--- src/rtl/tkd_pkg.sv ---
// ----------------------------------------------------------------------------
// tkd_pkg - shared types and constants for the takeoff detector
// Register map, beat structs and the constant-division factors.
// ----------------------------------------------------------------------------
`default_nettype none

package tkd_pkg;

  localparam int TIME_BITS_DEFAULT = 32;

  localparam int MS_W   = 32;
  localparam int SPD_W  = 16;
  localparam int TOD_W  = 17;
  localparam int HOUR_W = 5;
  localparam int MIN_W  = 6;
  localparam int SEC_W  = 6;

  localparam int ADDR_W = 5;
  localparam int DATA_W = 32;

  localparam logic [TOD_W-1:0] SECS_PER_DAY  = 17'd86400;
  localparam logic [TOD_W-1:0] SECS_PER_HOUR = 17'd3600;
  localparam logic [TOD_W-1:0] SECS_PER_MIN  = 17'd60;

  // Register reset values
  localparam logic [SPD_W-1:0]        MIN_SPEED_RST = 16'd1000;
  localparam logic signed [SPD_W-1:0] CLIMB_RST     = 16'sd50;
  localparam logic signed [SPD_W-1:0] SINK_RST      = -16'sd50;
  localparam logic [SPD_W-1:0]        TIMEOUT_RST   = 16'd1200;
  localparam logic [SPD_W-1:0]        HOLD_RST      = 16'd2000;

  // Reciprocal multipliers, exact for elapsed < one day
  localparam int                  QMIN_W        = 11;
  localparam int                  P60_W         = 35;
  localparam logic [P60_W-1:0]    DIV60_MUL     = 35'd139811;
  localparam int                  DIV60_SHIFT   = 23;
  localparam int                  P3600_W       = 33;
  localparam logic [P3600_W-1:0]  DIV3600_MUL   = 33'd37283;
  localparam int                  DIV3600_SHIFT = 27;

  typedef enum logic [2:0] {
    REG_MIN_SPEED = 3'd0,
    REG_CLIMB     = 3'd1,
    REG_SINK      = 3'd2,
    REG_TIMEOUT   = 3'd3,
    REG_HOLD      = 3'd4
  } reg_idx_t;

  typedef struct packed {
    logic [SPD_W-1:0]        min_speed;
    logic signed [SPD_W-1:0] climb;
    logic signed [SPD_W-1:0] sink;
    logic [SPD_W-1:0]        timeout_ms;
    logic [SPD_W-1:0]        hold_ms;
  } cfg_t;

  typedef struct packed {
    logic [MS_W-1:0]         now_ms;
    logic                    gps_fixed;
    logic [MS_W-1:0]         position_time_ms;
    logic [MS_W-1:0]         speed_time_ms;
    logic [SPD_W-1:0]        ground_speed;
    logic signed [SPD_W-1:0] vertical_speed;
    logic [HOUR_W-1:0]       utc_hour;
    logic [MIN_W-1:0]        utc_minute;
    logic [SEC_W-1:0]        utc_second;
    logic                    manual_start;
  } sample_t;

  typedef struct packed {
    logic             in_flight;
    logic             takeoff_now;
    logic [TOD_W-1:0] elapsed;
  } flight_t;

  typedef struct packed {
    logic              in_flight;
    logic              takeoff_now;
    logic [HOUR_W-1:0] hours;
    logic [MIN_W-1:0]  minutes;
    logic [SEC_W-1:0]  seconds;
  } hms_t;

endpackage

`default_nettype wire

--- src/rtl/tkd_cfg_regs.sv ---
// ----------------------------------------------------------------------------
// tkd_cfg_regs - configuration register file
// APB-style write/read of the five threshold and timing registers.
// ----------------------------------------------------------------------------
`default_nettype none

module tkd_cfg_regs (
  input  wire logic                        clk,
  input  wire logic                        rst,
  input  wire logic                        psel,
  input  wire logic                        penable,
  input  wire logic                        pwrite,
  input  wire logic [tkd_pkg::ADDR_W-1:0]  paddr,
  input  wire logic [tkd_pkg::DATA_W-1:0]  pwdata,
  output logic      [tkd_pkg::DATA_W-1:0]  prdata,
  output logic                             pready,
  output tkd_pkg::cfg_t                    cfg
);

  logic              wr_en;
  tkd_pkg::reg_idx_t idx;

  assign pready = 1'b1;
  assign wr_en  = psel && penable && pwrite;
  assign idx    = tkd_pkg::reg_idx_t'(paddr[tkd_pkg::ADDR_W-1:2]);

  always_ff @(posedge clk) begin
    if (rst) begin
      cfg.min_speed  <= tkd_pkg::MIN_SPEED_RST;
      cfg.climb      <= tkd_pkg::CLIMB_RST;
      cfg.sink       <= tkd_pkg::SINK_RST;
      cfg.timeout_ms <= tkd_pkg::TIMEOUT_RST;
      cfg.hold_ms    <= tkd_pkg::HOLD_RST;
    end else if (wr_en) begin
      unique case (idx)
        tkd_pkg::REG_MIN_SPEED: cfg.min_speed  <= pwdata[tkd_pkg::SPD_W-1:0];
        tkd_pkg::REG_CLIMB:     cfg.climb      <= pwdata[tkd_pkg::SPD_W-1:0];
        tkd_pkg::REG_SINK:      cfg.sink       <= pwdata[tkd_pkg::SPD_W-1:0];
        tkd_pkg::REG_TIMEOUT:   cfg.timeout_ms <= pwdata[tkd_pkg::SPD_W-1:0];
        tkd_pkg::REG_HOLD:      cfg.hold_ms    <= pwdata[tkd_pkg::SPD_W-1:0];
        default: ;
      endcase
    end
  end

  // Signed registers read back sign-extended
  always_comb begin
    unique case (idx)
      tkd_pkg::REG_MIN_SPEED: prdata = {16'd0, cfg.min_speed};
      tkd_pkg::REG_CLIMB:     prdata = {{16{cfg.climb[15]}}, cfg.climb};
      tkd_pkg::REG_SINK:      prdata = {{16{cfg.sink[15]}}, cfg.sink};
      tkd_pkg::REG_TIMEOUT:   prdata = {16'd0, cfg.timeout_ms};
      tkd_pkg::REG_HOLD:      prdata = {16'd0, cfg.hold_ms};
      default:                prdata = '0;
    endcase
  end

endmodule

`default_nettype wire

--- src/rtl/tkd_detect.sv ---
// ----------------------------------------------------------------------------
// tkd_detect - takeoff decision and elapsed-seconds stage
// Input register, hold timer / start latch, elapsed time of day.
// ----------------------------------------------------------------------------
`default_nettype none

module tkd_detect #(
  parameter int TIME_BITS = tkd_pkg::TIME_BITS_DEFAULT
) (
  input  wire logic             clk,
  input  wire logic             rst,
  input  tkd_pkg::cfg_t         cfg,
  input  wire logic             in_valid,
  output logic                  in_ready,
  input  tkd_pkg::sample_t      sample,
  output logic                  det_valid,
  input  wire logic             det_ready,
  output tkd_pkg::flight_t      det_beat
);

  localparam int TOD_W = tkd_pkg::TOD_W;

  // input register
  logic                              v0;
  logic [TIME_BITS-1:0]              s0_now;
  logic [TIME_BITS-1:0]              s0_pos;
  logic [TIME_BITS-1:0]              s0_spd;
  logic                              s0_fixed;
  logic                              s0_manual;
  logic [tkd_pkg::SPD_W-1:0]         s0_gspeed;
  logic signed [tkd_pkg::SPD_W-1:0]  s0_vspeed;
  logic [TOD_W-1:0]                  s0_tod;
  logic [TOD_W-1:0]                  tod_in;

  // detector state
  logic                 started, started_next;
  logic                 armed, armed_next;
  logic [TIME_BITS-1:0] begin_ms, begin_ms_next;
  logic [TOD_W-1:0]     start_tod, start_tod_next;

  logic                 s1_free;
  logic                 s0_move;
  logic [TIME_BITS-1:0] pos_age, spd_age, hold_age;
  logic [TIME_BITS-1:0] timeout_ext, hold_ext;
  logic                 fresh, qualify, takeoff;
  logic [TOD_W:0]       diff, wrap_up, wrap_down;
  logic [TOD_W-1:0]     elapsed;
  tkd_pkg::flight_t     flight_next;

  assign s1_free  = !det_valid || det_ready;
  assign s0_move  = v0 && s1_free;
  assign in_ready = !v0 || s1_free;

  // time of day folded before the register
  assign tod_in = TOD_W'(sample.utc_hour) * tkd_pkg::SECS_PER_HOUR
                + TOD_W'(sample.utc_minute) * tkd_pkg::SECS_PER_MIN
                + TOD_W'(sample.utc_second);

  always_ff @(posedge clk) begin
    if (rst) begin
      v0 <= 1'b0;
    end else if (in_ready) begin
      v0 <= in_valid;
    end
  end

  always_ff @(posedge clk) begin
    if (in_valid && in_ready) begin
      s0_now    <= sample.now_ms[TIME_BITS-1:0];
      s0_pos    <= sample.position_time_ms[TIME_BITS-1:0];
      s0_spd    <= sample.speed_time_ms[TIME_BITS-1:0];
      s0_fixed  <= sample.gps_fixed;
      s0_manual <= sample.manual_start;
      s0_gspeed <= sample.ground_speed;
      s0_vspeed <= sample.vertical_speed;
      s0_tod    <= tod_in;
    end
  end

  // modular ages in TIME_BITS
  assign pos_age     = s0_now - s0_pos;
  assign spd_age     = s0_now - s0_spd;
  assign hold_age    = s0_now - begin_ms;
  assign timeout_ext = TIME_BITS'(cfg.timeout_ms);
  assign hold_ext    = TIME_BITS'(cfg.hold_ms);

  assign fresh   = s0_fixed && (pos_age < timeout_ext) && (spd_age < timeout_ext);
  assign qualify = (s0_gspeed >= cfg.min_speed) &&
                   (($signed(s0_vspeed) >= $signed(cfg.climb)) ||
                    ($signed(s0_vspeed) <= $signed(cfg.sink)));
  assign takeoff = !started && fresh &&
                   (s0_manual || (qualify && armed && (hold_age > hold_ext)));

  always_comb begin
    armed_next    = armed;
    begin_ms_next = begin_ms;
    if (!started) begin
      if (fresh) begin
        if (!s0_manual && qualify && !armed) begin
          armed_next    = 1'b1;
          begin_ms_next = s0_now;
        end
      end else begin
        armed_next = 1'b0;
      end
    end
  end

  assign started_next   = started || takeoff;
  assign start_tod_next = takeoff ? s0_tod : start_tod;

  // elapsed seconds; a takeoff sample reads zero since started is still low
  assign diff      = {1'b0, s0_tod} - {1'b0, start_tod};
  assign wrap_up   = diff + {1'b0, tkd_pkg::SECS_PER_DAY};
  assign wrap_down = diff - {1'b0, tkd_pkg::SECS_PER_DAY};

  always_comb begin
    if (!started) begin
      elapsed = '0;
    end else if (diff[TOD_W]) begin
      elapsed = wrap_up[TOD_W-1:0];
    end else if (diff[TOD_W-1:0] >= tkd_pkg::SECS_PER_DAY) begin
      elapsed = wrap_down[TOD_W-1:0];
    end else begin
      elapsed = diff[TOD_W-1:0];
    end
  end

  always_comb begin
    flight_next.in_flight   = started_next;
    flight_next.takeoff_now = takeoff;
    flight_next.elapsed     = elapsed;
  end

  always_ff @(posedge clk) begin
    if (rst) begin
      started   <= 1'b0;
      armed     <= 1'b0;
      begin_ms  <= '0;
      start_tod <= '0;
    end else if (s0_move) begin
      started   <= started_next;
      armed     <= armed_next;
      begin_ms  <= begin_ms_next;
      start_tod <= start_tod_next;
    end
  end

  always_ff @(posedge clk) begin
    if (rst) begin
      det_valid <= 1'b0;
    end else if (s1_free) begin
      det_valid <= v0;
    end
  end

  always_ff @(posedge clk) begin
    if (s0_move) begin
      det_beat <= flight_next;
    end
  end

  a_takeoff_latches: assert property (@(posedge clk) disable iff (rst)
    s0_move && takeoff |=> started)
    else $error("start flag not set after takeoff");

  a_started_sticky: assert property (@(posedge clk) disable iff (rst)
    started |=> started)
    else $error("start flag dropped");

  a_stale_disarms: assert property (@(posedge clk) disable iff (rst)
    s0_move && !started && !fresh |=> !armed)
    else $error("hold timer armed across stale data");

  a_takeoff_beat: assert property (@(posedge clk) disable iff (rst)
    det_valid && det_beat.takeoff_now |-> det_beat.in_flight && det_beat.elapsed == '0)
    else $error("takeoff beat inconsistent");

  a_elapsed_range: assert property (@(posedge clk) disable iff (rst)
    det_valid |-> det_beat.elapsed < tkd_pkg::SECS_PER_DAY)
    else $error("elapsed seconds exceed one day");

endmodule

`default_nettype wire

--- src/rtl/tkd_hms.sv ---
// ----------------------------------------------------------------------------
// tkd_hms - elapsed seconds to hours, minutes, seconds
// Reciprocal multiply stage, then remainder stage into the result register.
// ----------------------------------------------------------------------------
`default_nettype none

module tkd_hms (
  input  wire logic         clk,
  input  wire logic         rst,
  input  wire logic         det_valid,
  output logic              det_ready,
  input  tkd_pkg::flight_t  det_beat,
  output logic              out_valid,
  input  wire logic         out_ready,
  output tkd_pkg::hms_t     out_beat
);

  localparam int TOD_W  = tkd_pkg::TOD_W;
  localparam int QMIN_W = tkd_pkg::QMIN_W;

  logic                         va;
  logic                         a_in_flight, a_takeoff;
  logic [TOD_W-1:0]             a_secs;
  logic [QMIN_W-1:0]            a_mins;   // whole minutes
  logic [tkd_pkg::HOUR_W-1:0]   a_hours;

  logic                         out_free, a_free;
  logic [tkd_pkg::P60_W-1:0]    p60;
  logic [tkd_pkg::P3600_W-1:0]  p3600;
  logic [QMIN_W-1:0]            min_rem;
  logic [TOD_W-1:0]             sec_rem;
  tkd_pkg::hms_t                hms_next;

  assign out_free  = !out_valid || out_ready;
  assign a_free    = !va || out_free;
  assign det_ready = a_free;

  assign p60   = tkd_pkg::P60_W'(det_beat.elapsed) * tkd_pkg::DIV60_MUL;
  assign p3600 = tkd_pkg::P3600_W'(det_beat.elapsed) * tkd_pkg::DIV3600_MUL;

  always_ff @(posedge clk) begin
    if (rst) begin
      va <= 1'b0;
    end else if (a_free) begin
      va <= det_valid;
    end
  end

  always_ff @(posedge clk) begin
    if (det_valid && a_free) begin
      a_in_flight <= det_beat.in_flight;
      a_takeoff   <= det_beat.takeoff_now;
      a_secs      <= det_beat.elapsed;
      a_mins      <= p60[tkd_pkg::DIV60_SHIFT +: QMIN_W];
      a_hours     <= p3600[tkd_pkg::DIV3600_SHIFT +: tkd_pkg::HOUR_W];
    end
  end

  assign min_rem = a_mins - QMIN_W'(a_hours) * QMIN_W'(tkd_pkg::SECS_PER_MIN);
  assign sec_rem = a_secs - TOD_W'(a_mins) * tkd_pkg::SECS_PER_MIN;

  always_comb begin
    hms_next.in_flight   = a_in_flight;
    hms_next.takeoff_now = a_takeoff;
    hms_next.hours       = a_hours;
    hms_next.minutes     = min_rem[tkd_pkg::MIN_W-1:0];
    hms_next.seconds     = sec_rem[tkd_pkg::SEC_W-1:0];
  end

  always_ff @(posedge clk) begin
    if (rst) begin
      out_valid <= 1'b0;
    end else if (out_free) begin
      out_valid <= va;
    end
  end

  always_ff @(posedge clk) begin
    if (va && out_free) begin
      out_beat <= hms_next;
    end
  end

endmodule

`default_nettype wire

--- src/rtl/takeoff_detector.sv ---
// Throughput: one sample per cycle, set by the four-register pipeline
// (input, decision, divide, result); every stage holds under back-pressure.
// Reset (rst, synchronous, active high): clears the start latch, hold timer,
// stored start time and all valid bits; registers return to their defaults.
// ----------------------------------------------------------------------------
// takeoff_detector - GPS takeoff detector with flight clock
// Decides takeoff from fresh GPS speed and vario data or a manual start,
// latches start time of day and reports elapsed flight h:m:s every beat.
// ----------------------------------------------------------------------------
`default_nettype none

module takeoff_detector #(
  // width of the wrapping millisecond counter used for ages
  parameter int TIME_BITS = tkd_pkg::TIME_BITS_DEFAULT
) (
  input  wire logic                               clk,
  input  wire logic                               rst,

  // sample channel
  input  wire logic                               in_valid,
  output logic                                    in_ready,
  input  wire logic [tkd_pkg::MS_W-1:0]           now_ms,
  input  wire logic                               gps_fixed,
  input  wire logic [tkd_pkg::MS_W-1:0]           position_time_ms,
  input  wire logic [tkd_pkg::MS_W-1:0]           speed_time_ms,
  input  wire logic [tkd_pkg::SPD_W-1:0]          ground_speed,
  input  wire logic signed [tkd_pkg::SPD_W-1:0]   vertical_speed,
  input  wire logic [tkd_pkg::HOUR_W-1:0]         utc_hour,
  input  wire logic [tkd_pkg::MIN_W-1:0]          utc_minute,
  input  wire logic [tkd_pkg::SEC_W-1:0]          utc_second,
  input  wire logic                               manual_start,

  // result channel
  output logic                                    out_valid,
  input  wire logic                               out_ready,
  output logic                                    in_flight,
  output logic                                    takeoff_now,
  output logic [tkd_pkg::HOUR_W-1:0]              elapsed_hours,
  output logic [tkd_pkg::MIN_W-1:0]               elapsed_minutes,
  output logic [tkd_pkg::SEC_W-1:0]               elapsed_seconds,

  // configuration port
  input  wire logic                               psel,
  input  wire logic                               penable,
  input  wire logic                               pwrite,
  input  wire logic [tkd_pkg::ADDR_W-1:0]         paddr,
  input  wire logic [tkd_pkg::DATA_W-1:0]         pwdata,
  output logic      [tkd_pkg::DATA_W-1:0]         prdata,
  output logic                                    pready
);

  tkd_pkg::cfg_t    cfg;
  tkd_pkg::sample_t sample;
  tkd_pkg::flight_t det_beat;
  tkd_pkg::hms_t    out_beat;
  logic             det_valid;
  logic             det_ready;

  // pack the sample beat
  always_comb begin
    sample.now_ms           = now_ms;
    sample.gps_fixed        = gps_fixed;
    sample.position_time_ms = position_time_ms;
    sample.speed_time_ms    = speed_time_ms;
    sample.ground_speed     = ground_speed;
    sample.vertical_speed   = vertical_speed;
    sample.utc_hour         = utc_hour;
    sample.utc_minute       = utc_minute;
    sample.utc_second       = utc_second;
    sample.manual_start     = manual_start;
  end

  // thresholds and timing; to be written only while the pipeline is empty, a rule left to the user
  tkd_cfg_regs u_regs (
    .clk     (clk),
    .rst     (rst),
    .psel    (psel),
    .penable (penable),
    .pwrite  (pwrite),
    .paddr   (paddr),
    .pwdata  (pwdata),
    .prdata  (prdata),
    .pready  (pready),
    .cfg     (cfg)
  );

  // freshness, hold timer, start latch and elapsed seconds
  tkd_detect #(
    .TIME_BITS (TIME_BITS)
  ) u_detect (
    .clk       (clk),
    .rst       (rst),
    .cfg       (cfg),
    .in_valid  (in_valid),
    .in_ready  (in_ready),
    .sample    (sample),
    .det_valid (det_valid),
    .det_ready (det_ready),
    .det_beat  (det_beat)
  );

  // seconds to h:m:s by reciprocal multiply, then remainders
  tkd_hms u_hms (
    .clk       (clk),
    .rst       (rst),
    .det_valid (det_valid),
    .det_ready (det_ready),
    .det_beat  (det_beat),
    .out_valid (out_valid),
    .out_ready (out_ready),
    .out_beat  (out_beat)
  );

  assign in_flight       = out_beat.in_flight;
  assign takeoff_now     = out_beat.takeoff_now;
  assign elapsed_hours   = out_beat.hours;
  assign elapsed_minutes = out_beat.minutes;
  assign elapsed_seconds = out_beat.seconds;

endmodule

`default_nettype wire
--- config.mk ---
export PLATFORM = sky130hd
export DESIGN_NAME = takeoff_detector
export DESIGN_NICKNAME = d
export VERILOG_FILES = /design/src/rtl/tkd_pkg.sv /design/src/rtl/tkd_cfg_regs.sv /design/src/rtl/tkd_detect.sv /design/src/rtl/tkd_hms.sv /design/src/rtl/takeoff_detector.sv
export SDC_FILE = /design/constraint.sdc
export NUM_CORES = 1
export LEC_CHECK = 0
export BUFFER_PORTS_ARGS = -buffer_cell sky130_fd_sc_hd__buf_4
export CAP_MARGIN = 10
export CELL_PAD_IN_SITES_DETAIL_PLACEMENT = 1
export CELL_PAD_IN_SITES_GLOBAL_PLACEMENT = 1
export CORE_MARGIN = 2
export CORE_UTILIZATION = 30
export CTS_CLUSTER_SIZE = 30
export DETAILED_ROUTE_END_ITERATION = 6
export PLACE_DENSITY_LB_ADDON = 0.1
export SLEW_MARGIN = 20
export SYNTH_ARGS = -nofsm -noshare
export SYNTH_HDL_FRONTEND = slang
export SYNTH_SLANG_ARGS = --single-unit
--- constraint.sdc ---
create_clock -name clk -period 5.96 [get_ports clk]
set_input_delay 1.49 -clock clk [delete_from_list [all_inputs] [get_ports clk]]
set_output_delay 1.49 -clock clk [all_outputs]
set_load 0.02 [all_outputs]
Word-level counts from Yosys, hierarchy flattened
Index checks and enable logic that the tools add are counted.
{"block": "totals", "elab_cells": 106, "ff_bits": 344, "in_bits": 191, "output_inout_bits": 54}
{"block": "op_classes", "order_cmp": 7, "n_reduce_logical": 38, "n_eq_ne": 5, "mul": 6, "bitwise": 1, "add_sub_neg": 10, "mux": 5}
{"op": "$pmux W32 S5", "count": 1}
{"op": "$sub A32 B32 Y32", "count": 3}
{"op": "$lt A32 B16 Y1", "count": 2}
{"op": "$mul A17 B18 Y34 const B", "count": 1}
{"op": "$mux W17", "count": 2}
{"op": "$ge A16 B16 Y1", "count": 2}
{"op": "$gt A32 B16 Y1", "count": 1}
{"op": "$mul A17 B16 Y32 const B", "count": 1}
{"op": "$sub A17 B17 Y18", "count": 1}
{"op": "$add A17 B12 Y17", "count": 1}
{"op": "$add A17 B17 Y17 const B", "count": 1}
{"op": "$add A17 B6 Y17", "count": 1}
{"op": "$ge A17 B17 Y1 const B", "count": 1}
{"op": "$sub A17 B17 Y17 const B", "count": 1}
{"op": "$le A16 B16 Y1", "count": 1}
{"op": "$logic_and A1 B1 Y1", "count": 15}
{"op": "$mul A5 B8 Y13 const B", "count": 1}
{"op": "$reduce_and A2 Y1", "count": 6}
{"op": "$sub A6 B6 Y6", "count": 2}
{"op": "$mul A11 B4 Y4 const B", "count": 1}
{"op": "$mul A6 B4 Y10 const B", "count": 1}
{"op": "$logic_not A1 Y1", "count": 7}
{"op": "$logic_or A1 B1 Y1", "count": 7}
{"op": "$eq A3 B2 Y1 const B", "count": 2}
{"op": "other kinds (9)", "count": 10}

Longest topological paths before layout
{"block": "logic_depth", "word_depth": 8, "ltp_mapped": 25, "ltp_nobuf": 24}

Hierarchy
A second synthesis with hierarchy kept.
{"block": "hier_totals", "cells_unflattened": 3269, "area_unflattened_um2": 31036.0}
{"module": "tkd_detect", "seq_area_each_um2": 6045.8, "instances": 1, "cells_each": 2093, "area_per_inst_um2": 19055.8}
{"module": "tkd_hms", "seq_area_each_um2": 1181.1, "instances": 1, "cells_each": 774, "area_per_inst_um2": 8062.7}
{"module": "tkd_cfg_regs", "seq_area_each_um2": 1601.5, "instances": 1, "cells_each": 402, "area_per_inst_um2": 3917.5}

Least setup slack after synthesis
No wires, ideal clock.
{"block": "synth_path", "path_type": "register -> register", "startpoint": "register u_detect.det_beat[9] (netlist name)", "endpoint": "register u_hms.a_hours[4] (netlist bit) (data pin)", "slack_ns": 0.014, "synth_period_minus_slack_ns": 5.946, "required_time_ns": 5.700, "setup_ns": 0.260, "n_path_buf": 0, "stages_incl_launch_ff": 25, "t_arrival_ns": 5.687, "cell_sequence": "edfxtp_1 inv_1 ha_1 inv_1 ha_1 inv_1 fa_1 inv_1 fa_1 inv_1 fa_1 fa_1 inv_1 ha_1 a21o_1 a21o_1 a211o_1 a2111oi_0 o221ai_1 a31oi_1 o21ai_0 o21a_1 o21a_1 nor2_1 xnor2_1"}
{"block": "synth_via", "elab_chain_cells": 1}
{"item": "$mul A17 B16 Y32", "line": "tkd_hms.sv:39", "rtl": "assign p3600 = tkd_pkg::P3600_W'(det_beat.elapsed) * tkd_pkg::DIV3600_MUL;"}
{"item": "via u_hms.p3600 (one bit)", "line": "tkd_hms.sv:29", "rtl": "logic [tkd_pkg::P3600_W-1:0] p3600;"}
{"item": "end signal: assignment", "line": "tkd_hms.sv:55", "rtl": "a_hours <= p3600[tkd_pkg::DIV3600_SHIFT +: tkd_pkg::HOUR_W];"}
{"item": "end: declaration", "line": "tkd_hms.sv:25", "rtl": "logic [tkd_pkg::HOUR_W-1:0] a_hours;"}
The timed path passes the listed nets, and every way through them passes these cells.
A chain may end at the register's enable or synchronous reset.

Worst setup path after layout
{"block": "layout_path", "startpoint": "register u_detect.det_beat[9] (netlist name)", "endpoint": "register u_hms.a_hours[4] (netlist bit) (data pin)"}
{"block": "layout_via", "elab_chain_cells": 1}
{"item": "$mul A17 B16 Y32", "line": "tkd_hms.sv:39"}
{"item": "via u_hms.p3600 (one bit)", "line": "tkd_hms.sv:29"}
The timed path passes the listed nets, and every way through them passes these cells.

==> results.md <==
* Hold Path End: u_hms.a_in_flight
* Synth cell count leaders: ha_1 (499), inv_1 (485), a21oi_1 (255), nand2_1 (224), edfxtp_1 (204)
* Num rows at 115
* Drt first pass iters at 5
* CP peak stage delay at 540 ps
* Core ar. at 98100 sq um
* Crit-path leading delay family: adder cells
* Worst-case clock buffer depth at 3
* Post-synthesis cell type count at 89
* TritonCTS clock tree: done
* Syn nets at 4009
* Mapped Avg Cell Area at 9.24 sq um
* Min Tclk post-route at 5940 ps
* Hold buffers post-CTS at 0
* Avg Vias per Cell at 5.05
* F_max at 0.168 GHz
* CP Buf/Inv Count at 7
* Number of CTS-inserted buffers at 46
* Mapped Cells at 3206
* Initial antenna violation count at 1
* Worst Min Path Start: u_detect.det_beat[18]
* Status: finished, final reports clean
* WP data arrival at 6330 ps
* Count leader, synth: ha_1
* GRT Overall Usage at 19.0%
* # IOs at 245
* Worst Setup Start Kind: flip-flop
* Initial core utilization at 30.2%
* Post-synth ARST share at 0%
* H-tree depth at 2
* Post-detail-place hpwl at 78800 um
* Worst-margin pin slew at 1060 ps
* Inserted Diodes at 0
* Worst EP required at 6350 ps
* P&R area growth vs syn at 20.3%
* Hold crit path type: reg -> reg
* Clk sinks at 339
* Sequential fraction of the synthesis area at 29.8%
* Hold path depth at 0
* CP Class: reg -> reg
* Die area at 101000 sq um
* Hold Vio Cnt, Final at 0
* DR iter-0 viols at 1022
* Largest net degree at the start of global routing at 91
* Final GP Congestion at 0.840
* Final ANT Viol Nets at 0
* PortBufs at 225
* Yosys top cell area share at 21.1%
* Post-synthesis instance area at 29600 sq um
* Vias at 24367
* Cell taking the most area after synthesis: ha_1
* #FFs+latches synth at 339
* R2r setup slk at 20 ps
* Worst-path clk slew at 60 ps
* Reg2reg start: u_detect.det_beat[9]
* Top cells by area, synth: ha_1 (21%), edfxtp_1 (21%), dfxtp_1 (9.1%), fa_1 (7.6%), inv_1 (6.1%)
* Nets at 4304
* Insertion delay to the later sink of the worst-skew pair at 640 ps
* Grt ovf at 0
* Synth Warn # at 0
* R2r endpoint: u_hms.a_hours[4]
* Routed WL per cell at 20.3 um
* Synth Flop Type: edfxtp_1
* Cell repeated most along the worst path: fa_1
* Worst Hold Slack at 421 ps
* Max VDD drop at 0.201 mV
* Power Density at 269 nW/um^2
* DRC at 0
* Final setup viols at 0
* Slew HR at 29.1%
* FF-to-FF path depth at 25
* Global-route wire length before repair at 151000 um
* Max Clock Skew at 41.9 ps
* Share of post-route cells with drive strength above 1 at 15.7%
* Post-synth EDFFs at 204
* Max Fanout on Critical Path at 2
* Crit end category: flip-flop
* Tcrit/Tclk final at 99.7%
* Die W at 318 um
* Final instance area at 35600 sq um
* Fillers at 11297
* Die Y at 318 um
* Max Cap Violations at 0
* Critical-path top delay cell: fa_1
* RSZ-0062 raised after global routing: yes
* Slew Viols, Final at 0
* Clk root buf: clkbuf_16
* Leakage power at 0.0159 uW
* Number of global-route vias before repair at 26126
* Dpl cell area at 33300 sq um
* WL final at 98200 um
* Power, Total at 9590 uW
==> per-layer routing <==
layer / global-route usage (%) / vias up / part of all wire (%)
li1: - / 11926 / -
met1: 24.0 / 12044 / 45
met2: 34.5 / 301 / 51
met3: 1.99 / 96 / 2.4
met4: 4.89 / 0 / 2.3
met5: 0 / - / 0
==> logic make-up (layout without fill, tap and decap cells) <==
kind of cell,after synthesis,after routing,synth area share (%)
other cells,1,1,0.0127
flops,339,339,29.8
fa+ha+maj,612,612,28.7
buf+inv,604,936,8.02
xor+xnor,122,122,3.63
mux,18,18,0.642
compound gates,792,792,17.3
simple gates,718,719,11.9
==> cells in the final DEF (no fill, tap or decap), types with 9 or more instances in the layout <==
cell type | synthesis | routed
a22oi_1 | 32 | 32
buf_6 | 4 | 9
ha_1 | 499 | 482
o2111ai_1 | 10 | 9
ha_4 | 0 | 13
inv_2 | 0 | 12
a21o_1 | 85 | 85
nand2b_1 | 17 | 16
a21oi_1 | 255 | 253
nand2_1 | 224 | 222
fa_1 | 113 | 108
o21ai_1 | 27 | 30
inv_1 | 485 | 472
o211ai_1 | 19 | 19
o21a_1 | 44 | 42
a211o_1 | 44 | 44
xor2_1 | 37 | 37
o31ai_1 | 12 | 10
a31oi_1 | 15 | 15
mux2i_1 | 13 | 13
buf_4 | 17 | 351
xnor2_1 | 84 | 83
nor2b_1 | 26 | 24
dfxtp_1 | 135 | 135
nand4_1 | 79 | 79
o21bai_1 | 22 | 22
clkbuf_1 | 85 | 9
nor4_1 | 16 | 13
and2_1 | 15 | 14
o22ai_1 | 19 | 19
a211oi_1 | 24 | 21
or2_2 | 10 | 9
nor3_1 | 37 | 34
o21ai_0 | 111 | 107
nor2_1 | 153 | 150
edfxtp_1 | 204 | 204
and3_1 | 19 | 19
nand3_1 | 69 | 68
clkbuf_16 | 0 | 48
==> sequential cells by signal, indices dropped and copies added, names as in the netlist, 17 cells and up <==
name                count
u_detect.begin_ms      32
u_detect.det_beat      19
u_detect.s0_now        32
u_detect.s0_pos        32
u_detect.s0_spd        32
u_detect.s0_tod        17
u_detect.start_tod     17
u_hms.out_beat         19
u_regs.cfg             80
==> through the flow <==
step	instances	TNS [ps]	worst slack [ps]	util [%]
after floorplan	3206	0	13.6	-
after global placement	4714	-872	-331	34.0
after global routing	4826	-450	-212	36.3
final	4826	0	17.4	36.3
after CTS	4813	-26.3	-26.3	35.8
after detailed placement	4714	-5590	-400	34.0
==> repair_timing <==
action | in CTS | in global routing
pin swaps | 20 | 64
gates resized for setup | 20 | 89
gates cloned | 1 | 1
setup buffers | 12 | 13
setup endpoints to repair | 46 | 61
endpoints found under the hold margin | 0 | 0
==> layout make-up <==
class                      count  area (sq um)  area share [%]
inverter                     485          1820            5.11
tap                         1287          1610            4.52
timing repair buffer         365          2840            7.97
clock inverter                23           284           0.797
sequential                   339          8830            24.8
clock buffer                  63          1310            3.67
multi-input combinational   2264         18900            53.2
==> worst max-delay path by stage <==
stage	depth (start not counted)	startpoint	slack (ps)	to
3_5_place_dp	25	u_detect.det_beat[10]	-400	u_hms.a_hours[4]
6_report	25	u_detect.det_beat[9]	20	u_hms.a_hours[4]
5_1_grt	25	u_detect.det_beat[9]	-210	u_hms.a_hours[4]
2_1_floorplan	24	u_detect.det_beat[9]	10	u_hms.a_hours[4]
3_3_place_gp	25	u_detect.det_beat[10]	-330	u_hms.a_hours[4]
4_1_cts	26	u_detect.det_beat[8]	-30	u_hms.a_hours[4]
==> report_power, final <==
group          switching, uW  internal, uW
clock network           1170          1720
registers               99.8          2680
logic                   2270          1650
==> worst reg2reg max path, delay by kind of cell (launching register included) <==
family	cells	cell delay, ps
buffers and inverters	7	690
AND/OR/NAND/NOR	1	90
flip-flops	1	400
AO/OA/AOI/OAI	9	1760
XOR/XNOR	1	70
adder cells (fa/ha/maj)	7	2690
No activity file was read; power rests on OpenSTA's default activity.
